<file path="config.mk">
export PLATFORM = sky130hd
export DESIGN_NAME = keypad_event_translator_with_repeat_top
export DESIGN_NICKNAME = d
export VERILOG_FILES = /design/src/rtl/ketr_pkg.sv /design/src/rtl/keypad_event_translator_with_repeat_top.sv /design/src/rtl/ketr_step.sv
export SDC_FILE = /design/constraint.sdc
export NUM_CORES = 1
export LEC_CHECK = 0
export BUFFER_PORTS_ARGS = -buffer_cell sky130_fd_sc_hd__buf_2
export CORE_MARGIN = 3
export CORE_UTILIZATION = 32
export DETAILED_ROUTE_END_ITERATION = 8
export PLACE_DENSITY = 0.51
export SYNTH_ARGS = -nofsm -noshare
export SYNTH_HDL_FRONTEND = slang
export SYNTH_HIERARCHICAL = 1
export SYNTH_SLANG_ARGS = --single-unit
</file>
<file path="constraint.sdc">
create_clock -name clock -period 4.9 [get_ports clock]
set_input_delay 0.49 -clock clock [delete_from_list [all_inputs] [get_ports clock]]
set_output_delay 0.49 -clock clock [all_outputs]
set_load 0.01 [all_outputs]
</file>
<file path="src/rtl/ketr_pkg.sv">
`default_nettype none

package ketr_pkg;

   // Key codes with a fixed role.
   localparam logic [6:0] KEY_SHIFT_L = 7'd35;
   localparam logic [6:0] KEY_SHIFT_R = 7'd31;
   localparam logic [6:0] KEY_ALT     = 7'd30;
   localparam logic [6:0] KEY_SYM     = 7'd32;
   localparam logic [6:0] KEY_DOLLAR  = 7'd22;
   localparam logic [6:0] KEY_MIC     = 7'd34;
   localparam logic [6:0] KEY_NONE    = 7'd0;

   // Characters and offsets.
   localparam logic [6:0] CHAR_NONE   = 7'd0;
   localparam logic [6:0] CHAR_DOLLAR = 7'h24;
   localparam logic [6:0] CHAR_ZERO   = 7'h30;
   localparam logic [6:0] CHAR_MIC    = 7'h02;
   localparam logic [6:0] CHAR_LOW_A  = 7'h61;
   localparam logic [6:0] CHAR_LOW_Z  = 7'h7A;
   localparam logic [6:0] CASE_OFFSET = 7'd32;

   // Event byte layout.
   localparam int PRESS_BIT = 7;

   // Register map.
   localparam int         CSR_ADDR_W = 4;
   localparam logic [1:0] REG_ENABLE = 2'd0;
   localparam logic [1:0] REG_DELAY  = 2'd1;
   localparam logic [1:0] REG_RATE   = 2'd2;

   localparam logic [15:0] DELAY_RESET = 16'd400;
   localparam logic [15:0] RATE_RESET  = 16'd150;

   // Sticky modifier state: active, physically held, used while held.
   typedef struct packed {
      logic used;
      logic held;
      logic active;
   } mod_type;

   localparam mod_type MOD_PRESSED = '{used: 1'b0, held: 1'b1, active: 1'b1};

   typedef struct packed {
      logic        enable;
      logic [15:0] delay;
      logic [15:0] rate;
   } cfg_type;

   typedef struct packed {
      logic       char_valid;
      logic [6:0] char_code;
      logic       from_repeat;
      logic       shift_on;
      logic       alt_on;
      logic       sym_on;
   } result_type;

   // A key that uses a modifier drops a tapped one and marks a held one.
   function automatic mod_type consume_mod(input mod_type f);
      mod_type r;
      r = f;
      if (f.active) begin
         if (f.held) begin
            r.used = 1'b1;
         end else begin
            r.active = 1'b0;
         end
      end
      return r;
   endfunction

   // Release keeps a tapped modifier armed unless it served keys while held.
   function automatic mod_type release_mod(input mod_type f);
      mod_type r;
      r.held   = 1'b0;
      r.used   = 1'b0;
      r.active = f.active & ~f.used;
      return r;
   endfunction

   // Base key map.
   function automatic logic [6:0] base_char(input logic [6:0] code);
      logic [6:0] c;
      case (code)
         7'd10:   c = 7'h71; // q
         7'd9:    c = 7'h77; // w
         7'd8:    c = 7'h65; // e
         7'd7:    c = 7'h72; // r
         7'd6:    c = 7'h74; // t
         7'd5:    c = 7'h79; // y
         7'd4:    c = 7'h75; // u
         7'd3:    c = 7'h69; // i
         7'd2:    c = 7'h6F; // o
         7'd1:    c = 7'h70; // p
         7'd20:   c = 7'h61; // a
         7'd19:   c = 7'h73; // s
         7'd18:   c = 7'h64; // d
         7'd17:   c = 7'h66; // f
         7'd16:   c = 7'h67; // g
         7'd15:   c = 7'h68; // h
         7'd14:   c = 7'h6A; // j
         7'd13:   c = 7'h6B; // k
         7'd12:   c = 7'h6C; // l
         7'd11:   c = 7'h08; // backspace
         7'd29:   c = 7'h7A; // z
         7'd28:   c = 7'h78; // x
         7'd27:   c = 7'h63; // c
         7'd26:   c = 7'h76; // v
         7'd25:   c = 7'h62; // b
         7'd24:   c = 7'h6E; // n
         7'd23:   c = 7'h6D; // m
         7'd21:   c = 7'h0D; // enter
         7'd33:   c = 7'h20; // space
         default: c = CHAR_NONE;
      endcase
      return c;
   endfunction

   // Symbol key map.
   function automatic logic [6:0] sym_char(input logic [6:0] code);
      logic [6:0] c;
      case (code)
         7'd10:   c = 7'h23; // #
         7'd9:    c = 7'h31; // 1
         7'd8:    c = 7'h32; // 2
         7'd7:    c = 7'h33; // 3
         7'd6:    c = 7'h28; // (
         7'd5:    c = 7'h29; // )
         7'd4:    c = 7'h5F; // _
         7'd3:    c = 7'h2D; // -
         7'd2:    c = 7'h2B; // +
         7'd1:    c = 7'h40; // @
         7'd20:   c = 7'h2A; // *
         7'd19:   c = 7'h34; // 4
         7'd18:   c = 7'h35; // 5
         7'd17:   c = 7'h36; // 6
         7'd16:   c = 7'h2F; // /
         7'd15:   c = 7'h3A; // :
         7'd14:   c = 7'h3B; // ;
         7'd13:   c = 7'h27; // '
         7'd12:   c = 7'h22; // "
         7'd29:   c = 7'h37; // 7
         7'd28:   c = 7'h38; // 8
         7'd27:   c = 7'h39; // 9
         7'd26:   c = 7'h3F; // ?
         7'd25:   c = 7'h21; // !
         7'd24:   c = 7'h2C; // ,
         7'd23:   c = 7'h2E; // .
         7'd34:   c = 7'h30; // 0
         default: c = CHAR_NONE;
      endcase
      return c;
   endfunction

endpackage

`default_nettype wire

</file>
<file path="src/rtl/keypad_event_translator_with_repeat_top.sv">
// Channel  Direction  Handshake           Payload
// req      in         req_valid/req_stall req_kind, req_event_byte
// rsp      out        rsp_valid/rsp_stall rsp_char_valid, rsp_char_code, rsp_from_repeat,
//                                         rsp_shift_on, rsp_alt_on, rsp_sym_on
// csr      in/out     psel/penable/pready paddr, pwrite, pwdata, prdata
//
// One item per cycle is sustained while no result is stalled; each item gives exactly one result.
// An item passes through an input register, then the translation step into the result register.
// Reset is synchronous and active high; it clears all key state and loads register defaults.
// A stalled result holds; one more item may wait in the input register before req_stall rises.
`default_nettype none

module keypad_event_translator_with_repeat_top
   import ketr_pkg::*;
#(
   parameter int COUNTER_WIDTH = 16
) (
   input  wire logic                  clock,
   input  wire logic                  reset,
   input  wire logic                  req_valid,
   output logic                       req_stall,
   input  wire logic                  req_kind,
   input  wire logic [7:0]            req_event_byte,
   output logic                       rsp_valid,
   input  wire logic                  rsp_stall,
   output logic                       rsp_char_valid,
   output logic [6:0]                 rsp_char_code,
   output logic                       rsp_from_repeat,
   output logic                       rsp_shift_on,
   output logic                       rsp_alt_on,
   output logic                       rsp_sym_on,
   input  wire logic                  psel,
   input  wire logic                  penable,
   input  wire logic                  pwrite,
   input  wire logic [CSR_ADDR_W-1:0] paddr,
   input  wire logic [31:0]           pwdata,
   output logic [31:0]                prdata,
   output logic                       pready
);

   cfg_type    cfg_ff;
   logic       in_valid_ff;
   logic       in_kind_ff;
   logic [7:0] in_byte_ff;
   logic       rsp_valid_ff;
   result_type rsp_data_ff;
   result_type step_result;
   logic       advance;
   logic       step_en;
   logic       req_accept;
   logic       csr_write;
   logic [1:0] csr_index;

   // Configuration registers.
   assign pready    = 1'b1;
   assign csr_write = psel && penable && pwrite;
   assign csr_index = paddr[CSR_ADDR_W-1:2];

   always_ff @(posedge clock) begin
      if (reset) begin
         cfg_ff.enable <= 1'b0;
         cfg_ff.delay  <= DELAY_RESET;
         cfg_ff.rate   <= RATE_RESET;
      end else if (csr_write) begin
         case (csr_index)
            REG_ENABLE: cfg_ff.enable <= pwdata[0];
            REG_DELAY:  cfg_ff.delay  <= pwdata[15:0];
            REG_RATE:   cfg_ff.rate   <= pwdata[15:0];
            default:    ;
         endcase
      end
   end

   always_comb begin
      case (csr_index)
         REG_ENABLE: prdata = {31'd0, cfg_ff.enable};
         REG_DELAY:  prdata = {16'd0, cfg_ff.delay};
         REG_RATE:   prdata = {16'd0, cfg_ff.rate};
         default:    prdata = 32'd0;
      endcase
   end

   // Pipeline control: both stages move unless a result is stalled.
   assign advance    = !(rsp_valid_ff && rsp_stall);
   assign req_stall  = in_valid_ff && !advance;
   assign req_accept = req_valid && !req_stall;
   assign step_en    = in_valid_ff && advance;

   // Input register.
   always_ff @(posedge clock) begin
      if (reset) begin
         in_valid_ff <= 1'b0;
      end else if (req_accept) begin
         in_valid_ff <= 1'b1;
      end else if (advance) begin
         in_valid_ff <= 1'b0;
      end
   end

   always_ff @(posedge clock) begin
      if (req_accept) begin
         in_kind_ff <= req_kind;
         in_byte_ff <= req_event_byte;
      end
   end

   ketr_step #(
      .COUNTER_WIDTH(COUNTER_WIDTH)
   ) u_step (
      .clock      (clock),
      .reset      (reset),
      .step_en    (step_en),
      .kind       (in_kind_ff),
      .event_byte (in_byte_ff),
      .cfg        (cfg_ff),
      .result     (step_result)
   );

   // Result register.
   always_ff @(posedge clock) begin
      if (reset) begin
         rsp_valid_ff <= 1'b0;
      end else if (advance) begin
         rsp_valid_ff <= in_valid_ff;
      end
   end

   always_ff @(posedge clock) begin
      if (step_en) begin
         rsp_data_ff <= step_result;
      end
   end

   assign rsp_valid       = rsp_valid_ff;
   assign rsp_char_valid  = rsp_data_ff.char_valid;
   assign rsp_char_code   = rsp_data_ff.char_code;
   assign rsp_from_repeat = rsp_data_ff.from_repeat;
   assign rsp_shift_on    = rsp_data_ff.shift_on;
   assign rsp_alt_on      = rsp_data_ff.alt_on;
   assign rsp_sym_on      = rsp_data_ff.sym_on;

endmodule

`default_nettype wire

</file>
<file path="src/rtl/ketr_step.sv">
`default_nettype none

module ketr_step
   import ketr_pkg::*;
#(
   parameter int COUNTER_WIDTH = 16
) (
   input  wire logic       clock,
   input  wire logic       reset,
   input  wire logic       step_en,
   input  wire logic       kind,
   input  wire logic [7:0] event_byte,
   input  wire cfg_type    cfg,
   output result_type      result
);

   localparam int CMP_W = (COUNTER_WIDTH > 16) ? COUNTER_WIDTH : 16;

   mod_type                  shift_ff, shift_in;
   mod_type                  alt_ff, alt_in;
   mod_type                  sym_ff, sym_in;
   logic [6:0]               held_key_ff, held_key_in;
   logic [6:0]               held_char_ff, held_char_in;
   logic [COUNTER_WIDTH-1:0] since_press_ff, since_press_in;
   logic [COUNTER_WIDTH-1:0] since_repeat_ff, since_repeat_in;
   logic                     repeated_once_ff, repeated_once_in;

   logic                     pressed;
   logic [6:0]               code;
   logic                     is_shift;
   logic [6:0]               c;
   logic [6:0]               base_c;
   logic [6:0]               sym_c;
   logic                     rep;
   logic [COUNTER_WIDTH-1:0] press_inc;
   logic [COUNTER_WIDTH-1:0] repeat_inc;
   logic                     delay_met;
   logic                     rate_met;

   assign pressed  = event_byte[PRESS_BIT];
   assign code     = event_byte[6:0];
   assign is_shift = (code == KEY_SHIFT_L) || (code == KEY_SHIFT_R);
   assign base_c   = base_char(code);
   assign sym_c    = sym_char(code);

   // Saturating tick counters and the repeat thresholds.
   assign press_inc  = (&since_press_ff) ? since_press_ff : since_press_ff + 1'b1;
   assign repeat_inc = (&since_repeat_ff) ? since_repeat_ff : since_repeat_ff + 1'b1;
   assign delay_met  = CMP_W'(press_inc) >= CMP_W'(cfg.delay);
   assign rate_met   = CMP_W'(repeat_inc) >= CMP_W'(cfg.rate);

   // Next state and character for the item in the input register.
   always_comb begin
      shift_in         = shift_ff;
      alt_in           = alt_ff;
      sym_in           = sym_ff;
      held_key_in      = held_key_ff;
      held_char_in     = held_char_ff;
      since_press_in   = since_press_ff;
      since_repeat_in  = since_repeat_ff;
      repeated_once_in = repeated_once_ff;
      c                = CHAR_NONE;
      rep              = 1'b0;
      if (cfg.enable) begin
         if (!kind) begin
            if (!pressed) begin
               if (is_shift) begin
                  shift_in = release_mod(shift_ff);
               end
               if (code == KEY_ALT) begin
                  alt_in = release_mod(alt_ff);
               end
               if (code == KEY_SYM) begin
                  sym_in = release_mod(sym_ff);
               end
               if (code == held_key_ff) begin
                  held_key_in = KEY_NONE;
               end
            end else if (is_shift) begin
               shift_in = MOD_PRESSED;
            end else if (code == KEY_ALT) begin
               alt_in = MOD_PRESSED;
            end else if (code == KEY_SYM) begin
               sym_in = MOD_PRESSED;
            end else begin
               // Character keys, special keys first.
               if (code == KEY_DOLLAR) begin
                  c             = CHAR_DOLLAR;
                  sym_in.active = 1'b0;
               end else if (code == KEY_MIC) begin
                  if (alt_ff.active || sym_ff.active) begin
                     c      = CHAR_ZERO;
                     alt_in = consume_mod(alt_ff);
                     sym_in = consume_mod(sym_ff);
                  end else begin
                     c = CHAR_MIC;
                  end
               end else if (alt_ff.active || sym_ff.active) begin
                  c      = (sym_c != CHAR_NONE) ? sym_c : base_c;
                  alt_in = consume_mod(alt_ff);
                  sym_in = consume_mod(sym_ff);
               end else begin
                  c = base_c;
                  if ((base_c != CHAR_NONE) && shift_ff.active) begin
                     if ((base_c >= CHAR_LOW_A) && (base_c <= CHAR_LOW_Z)) begin
                        c = base_c - CASE_OFFSET;
                     end
                     shift_in = consume_mod(shift_ff);
                  end
               end
               // A key that yields a character becomes the held key.
               if (c != CHAR_NONE) begin
                  held_key_in      = code;
                  held_char_in     = c;
                  since_press_in   = '0;
                  since_repeat_in  = '0;
                  repeated_once_in = 1'b0;
               end
            end
         end else begin
            // Millisecond tick: advance counters and fire a repeat when due.
            since_press_in  = press_inc;
            since_repeat_in = repeat_inc;
            if ((held_key_ff != KEY_NONE) && (held_char_ff != CHAR_NONE) && delay_met &&
                (!repeated_once_ff || rate_met)) begin
               repeated_once_in = 1'b1;
               since_repeat_in  = '0;
               c                = held_char_ff;
               rep              = 1'b1;
            end
         end
      end
   end

   // Result fields show the modifier state after this item.
   always_comb begin
      result.char_valid  = (c != CHAR_NONE);
      result.char_code   = c;
      result.from_repeat = rep;
      result.shift_on    = shift_in.active;
      result.alt_on      = alt_in.active;
      result.sym_on      = sym_in.active;
   end

   // Translator state.
   always_ff @(posedge clock) begin
      if (reset) begin
         shift_ff         <= '0;
         alt_ff           <= '0;
         sym_ff           <= '0;
         held_key_ff      <= KEY_NONE;
         held_char_ff     <= CHAR_NONE;
         since_press_ff   <= '0;
         since_repeat_ff  <= '0;
         repeated_once_ff <= 1'b0;
      end else if (step_en) begin
         shift_ff         <= shift_in;
         alt_ff           <= alt_in;
         sym_ff           <= sym_in;
         held_key_ff      <= held_key_in;
         held_char_ff     <= held_char_in;
         since_press_ff   <= since_press_in;
         since_repeat_ff  <= since_repeat_in;
         repeated_once_ff <= repeated_once_in;
      end
   end

endmodule

`default_nettype wire

</file>
## Word-level counts from Yosys, hierarchy flattened

Memory sizes are Yosys's and may differ from the RTL's. A register that Yosys moved wholly into a read port is not among the register bits.
Cells that the tools add are included.
W data, S select, Z words.

- Register bits after elaboration: 112
- Bits in latches: 0
- Bits in writable memories: 0
- Bits in read-only memories: 896
- Memories: 2

Memory list:

| name | words | width | read ports | clocked after Yosys merged registers in | write ports | RTL line | text |
|---|---|---|---|---|---|---|---|
| (name not given) | 64 | 7 | 1 | 1 | 0 | ketr_pkg.sv:123 | `case (code)` |
| (name not given) | 64 | 7 | 1 | 1 | 0 | ketr_pkg.sv:85 | `case (code)` |

- Add/sub/neg operators: 3
- $mul: 0
- Divide/modulo/power cells: 0
- Order comparisons: 4
- Eq/ne operators: 26
- Shift operators: 0
- Multiplexer cells: 93
- Bitwise operators: 10
- Reductions and logical operators: 57

Operator list:

| kind | number |
|---|---|
| $mux W7 | 27 |
| $mux W16 | 10 |
| $mux W3 | 22 |
| $pmux W16 S3 | 1 |
| $reduce_bool A7 Y1 | 6 |
| $add A16 B1 Y16 const B | 2 |
| $ge A16 B16 Y1 | 2 |
| $reduce_and A16 Y1 | 2 |
| $mux W1 | 29 |
| $reduce_and A8 Y1 | 3 |
| $eq A7 B5 Y1 const B | 3 |
| $eq A7 B6 Y1 const B | 3 |
| $reduce_and A10 Y1 | 2 |
| $reduce_bool A2 Y1 | 10 |
| $mux W6 | 3 |
| $ne A2 B1 Y1 const B | 7 |
| $ne A2 B2 Y1 const B | 7 |
| $reduce_and A7 Y1 | 2 |
| $reduce_and A12 Y1 | 1 |
| $reduce_bool A3 Y1 | 4 |
| $reduce_bool A4 Y1 | 3 |
| $logic_and A1 B1 Y1 | 11 |
| $reduce_and A2 Y1 | 4 |
| $eq A7 B7 Y1 | 1 |
| other kinds (15) | 28 |

## Logic depth before layout (Yosys ltp)

- Word-level depth: 21
- Depth in mapped cells: 19
- Depth with buffers taken out: 18

## By module

Netlist, hierarchy kept.

By module, submodules not included:

| module | times used | cells each | area each (um^2) | sequential area each (um^2) |
|---|---|---|---|---|
| ketr_step | 1 | 742 | 5,471.5 | 1,121.1 |
| keypad_event_translator_with_repeat_top | 1 | 206 | 2,396.0 | 1,331.3 |

## Worst setup path after synthesis

No wires, ideal clock.

- Path type: reg2reg
- Start point: register u_step.since_press_ff[0]
- End point: register rsp_data_ff, in the netlist rsp_char_valid, data pin
- Library setup time: 272 ps
- Data arrival time: 4,118 ps
- Required time: 4,628 ps
- Slack: 510 ps
- Cell stages (with the launch flop): 20
- Cell sequence: dfxtp_1 ha_1 nand2_1 nor4_1 nand2_1 or2_2 clkbuf_1 xnor2_1 ha_1 nand2b_1 a21o_1 a21o_1 a21oi_1 o21ai_0 o211ai_1 a311o_1 clkbuf_1 nor2_1 o2bb2ai_1 or4b_1

RTL lines:

| item | RTL line | text |
|---|---|---|
| start: declaration | ketr_step.sv:24 | `logic [COUNTER_WIDTH-1:0] since_press_ff, since_press_in;` |
| start signal: assignment | ketr_step.sv:162 | `since_press_ff <= since_press_in;` |
| end signal: assignment | keypad_event_translator_with_repeat_top.sv:130 | `rsp_data_ff <= step_result;` |
| end: declaration | keypad_event_translator_with_repeat_top.sv:46 | `result_type rsp_data_ff;` |

==> metrics.txt <==
vias in the first global route ~6.4k; gr usage total 16.0%; Clock Sinks 112; Seq/Total Area, Yosys a little over 30%; Area Overhead vs Synth 10.3%; CP Data Required Time 4.99 ns; synth warn 6; Synth area leader dfxtp_1; CTS Hold Buffers Added 0; Final period util 92.6%; synthesized area around 7900 um^2; Gate power share about an eighth; Cells after Synth around 950; worst skew pair latency about 0.37 ns; Root Driver clkbuf_16; Worst slew margin a little under a third; Die Y around 160 um; Worst Hold Class input port to flip-flop; initial antenna violation count 1; internal power 1.41 mW; Startpoint Class flip-flop; drt first-iter violations 518; RSZ-0062 raised after global routing no; Leak about 3.4 nW; minimum clock period around 4.5 ns; clock-pin slew on the worst setup and hold paths 0.09 ns; number of max-cap violations 0; setup TNS 0 ns; drc violations 0; routed wire length roughly 21000 um; worst vdd ir 141 uV; Yosys cell types a little over 80; Post-DRT Antenna Nets 0; endpoints failing setup 0; CTS tree done; Synth async-reset ratio 0%; CTS max path bufs 2; Core Rows 56; fin nets between 1k and 1.5k; remaining global-route overflow 0; TritonRoute pass-1 iters 5; Seq pwr share 49.0%; P per Cell Area 228 nW/um^2; max-slew violations 0; Hold Fails Final Rpt 0; share of post-route cells with drive strength above 1 between 10% and 20%; Starting Density between 30% and 40%; CP endpoint kind flip-flop; die span in x 163 um; H-tree depth 3; TritonCTS Buffers 9; largest net degree at the start of global routing roughly 110; Worst EP arrival 4.63 ns; post-synthesis area per instance 8.30 um^2; HPWL after detailed placement about 15000 um; ranking of synthesized cells by area dfxtp_1 23%, edfxtp_1 8.0%, ha_1 6.8%; status finished clean; Die ar. 26500 um^2; Switch Pwr between 0.5 and 0.6 mW; Core ar. 23800 um^2; Clock Power Share between 30% and 40%; top-count cell post-synth dfxtp_1; Setup CP Type flip-flop to flip-flop; Wirelength per Cell between 15 and 20 um; Switching Share between 20% and 30%; number of synthesized register bits roughly 110; Synth top area share between 20% and 30%; first-pass GRT wire length roughly 34000 um; worst-margin pin slew around 1.0 ns; critical path fanouts, max 12; Post-synth EDFFs 21; DR vias/cell 5.18; top cells by count, synth 91 x dfxtp_1, 81 x nand2_1, 70 x nor2_1; Synth Flop Type dfxtp_1; worst hold margin 0.295 ns; Max Clk Rate about 220 MHz; num ports 99; R2R setup slack 0.36 ns; Vias 6753; Port Buffers 63; routability cong. about 0.82; Setup Skew 0.0196 ns
metrics by stage:
| step | utilization [%] | area, um^2 | total power [mW] | cells | setup WS (ns) |
|---|---|---|---|---|---|
| floorplan | - | 7920 | 1.16 | 963 | 0.510 |
| global placement | 35.1 | 8370 | 1.22 | 1287 | 0.447 |
| detailed placement | 35.1 | 8370 | 1.22 | 1287 | 0.337 |
| CTS | 36.4 | 8670 | 2.01 | 1303 | 0.291 |
| global route | 36.4 | 8670 | 2.07 | 1303 | 0.0164 |
| finish | 36.4 | 8680 | 1.98 | 1304 | 0.362 |
critical path, stage by stage (launching register included):
cell and delay, ns:
dfxtp_1 0.45, ha_1 0.29, nand2_1 0.11, nor4_2 0.27, nand2_1 0.13, or2_2 0.40, nand4_1 0.23, nor2_1 0.11
xor2_1 0.16, ha_1 0.30, a21o_1 0.16, a211oi_1 0.21, o21ai_0 0.12, o211ai_1 0.12, a311o_1 0.27, nor2_1 0.19
o2bb2ai_1 0.20, or4b_1 0.53
flip-flops by register name, indices dropped and copies added (netlist names):
name	cells
rsp_from_repeat	1
in_byte_ff	8
u_step/held_char_ff	7
u_step/since_repeat_ff	16
cfg_ff	33
rsp_shift_on	1
rsp_char_code	7
rsp_sym_on	1
rsp_char_valid	1
u_step/shift_ff	3
rsp_valid	1
u_step/alt_ff	3
u_step/since_press_ff	16
u_step/held_key_ff	7
in_valid_ff	1
u_step/repeated_once_ff	1
in_kind_ff	1
rsp_alt_on	1
u_step/sym_ff	3
routing by layer:
metal	part of all wire (%)	track usage [%]	routed length [um]
met4	1.0	3.38	217
met5	0	0	0
met2	44	24.4	9320
met3	3.9	2.47	828
met1	51	23.7	10700
cells by family after synthesis:
| logic type | Yosys count | synth area share [%] |
|---|---|---|
| other | 2 | 0.0955 |
| muxes | 57 | 7.33 |
| DFF | 112 | 31.2 |
| buffers and inverters | 117 | 7.33 |
| and+or+nand+nor | 378 | 25.8 |
| adders and majority gates | 43 | 6.84 |
| AOI/OAI and AO/OA | 202 | 17.4 |
| xor gates and xnor gates | 37 | 4.12 |
area by class of cell:
class / count / area, um^2
sequential: 112 / 2450
clock inverter: 7 / 76.3
fill: 2539 / 15100
timing repair buffer: 82 / 470
tap: 319 / 399
inverter: 40 / 150
multi-input combinational: 734 / 4900
clock buffer: 9 / 225
antenna: 1 / 2.50
cells in the final DEF, fill, tap and decap left out, types with 4 or more instances in the layout:
cell type	n
a211oi_1	8
a21o_1	10
a21oi_1	55
a22o_1	17
a311o_1	4
a31oi_1	11
and2_1	6
and3_1	9
buf_2	63
buf_4	18
clkbuf_16	9
conb_1	17
dfxtp_1	91
edfxtp_1	21
ha_1	43
inv_1	40
inv_8	4
mux2_2	4
mux2i_1	52
nand2_1	81
nand2b_1	53
nand3_1	22
nand4_1	31
nor2_1	70
nor2b_1	18
nor3_1	36
nor3b_1	6
nor4_1	6
o211ai_1	5
o21a_1	5
o21ai_0	32
o21ai_1	14
or2_2	7
or3_1	6
xnor2_1	25
xor2_1	12
power groups by stage:
stage,combinational (mW),clock (mW),sequential [mW]
3_3_place_gp,0.233,0,0.990
4_1_cts,0.233,0.805,0.968
6_report,0.232,0.777,0.968
5_1_grt,0.259,0.841,0.971
2_1_floorplan,0.180,0,0.982
3_5_place_dp,0.233,0,0.990
worst paths after layout:
path | start | cells past startpoint | end
max | u_step/since_press_ff[0]$_SDFFE_PP0P_ | 17 | rsp_char_valid$_DFFE_PP_
min | req_event_byte[6] | 1 | in_byte_ff[6]$_DFFE_PP_
max reg2reg | u_step/since_press_ff[0]$_SDFFE_PP0P_ | 17 | rsp_char_valid$_DFFE_PP_
min reg2reg | u_step/held_key_ff[6]$_SDFFE_PP0P_ | 2 | u_step/held_key_ff[6]$_SDFFE_PP0P_
what timing repair did:
| action | CTS | global route |
|---|---|---|
| hold endpoints to repair | 0 | 0 |
| buffers inserted | 0 | 0 |
| resized for setup | 0 | 1 |
| endpoints found under the setup margin | 0 | 1 |
(Power assumes the default switching activity.)
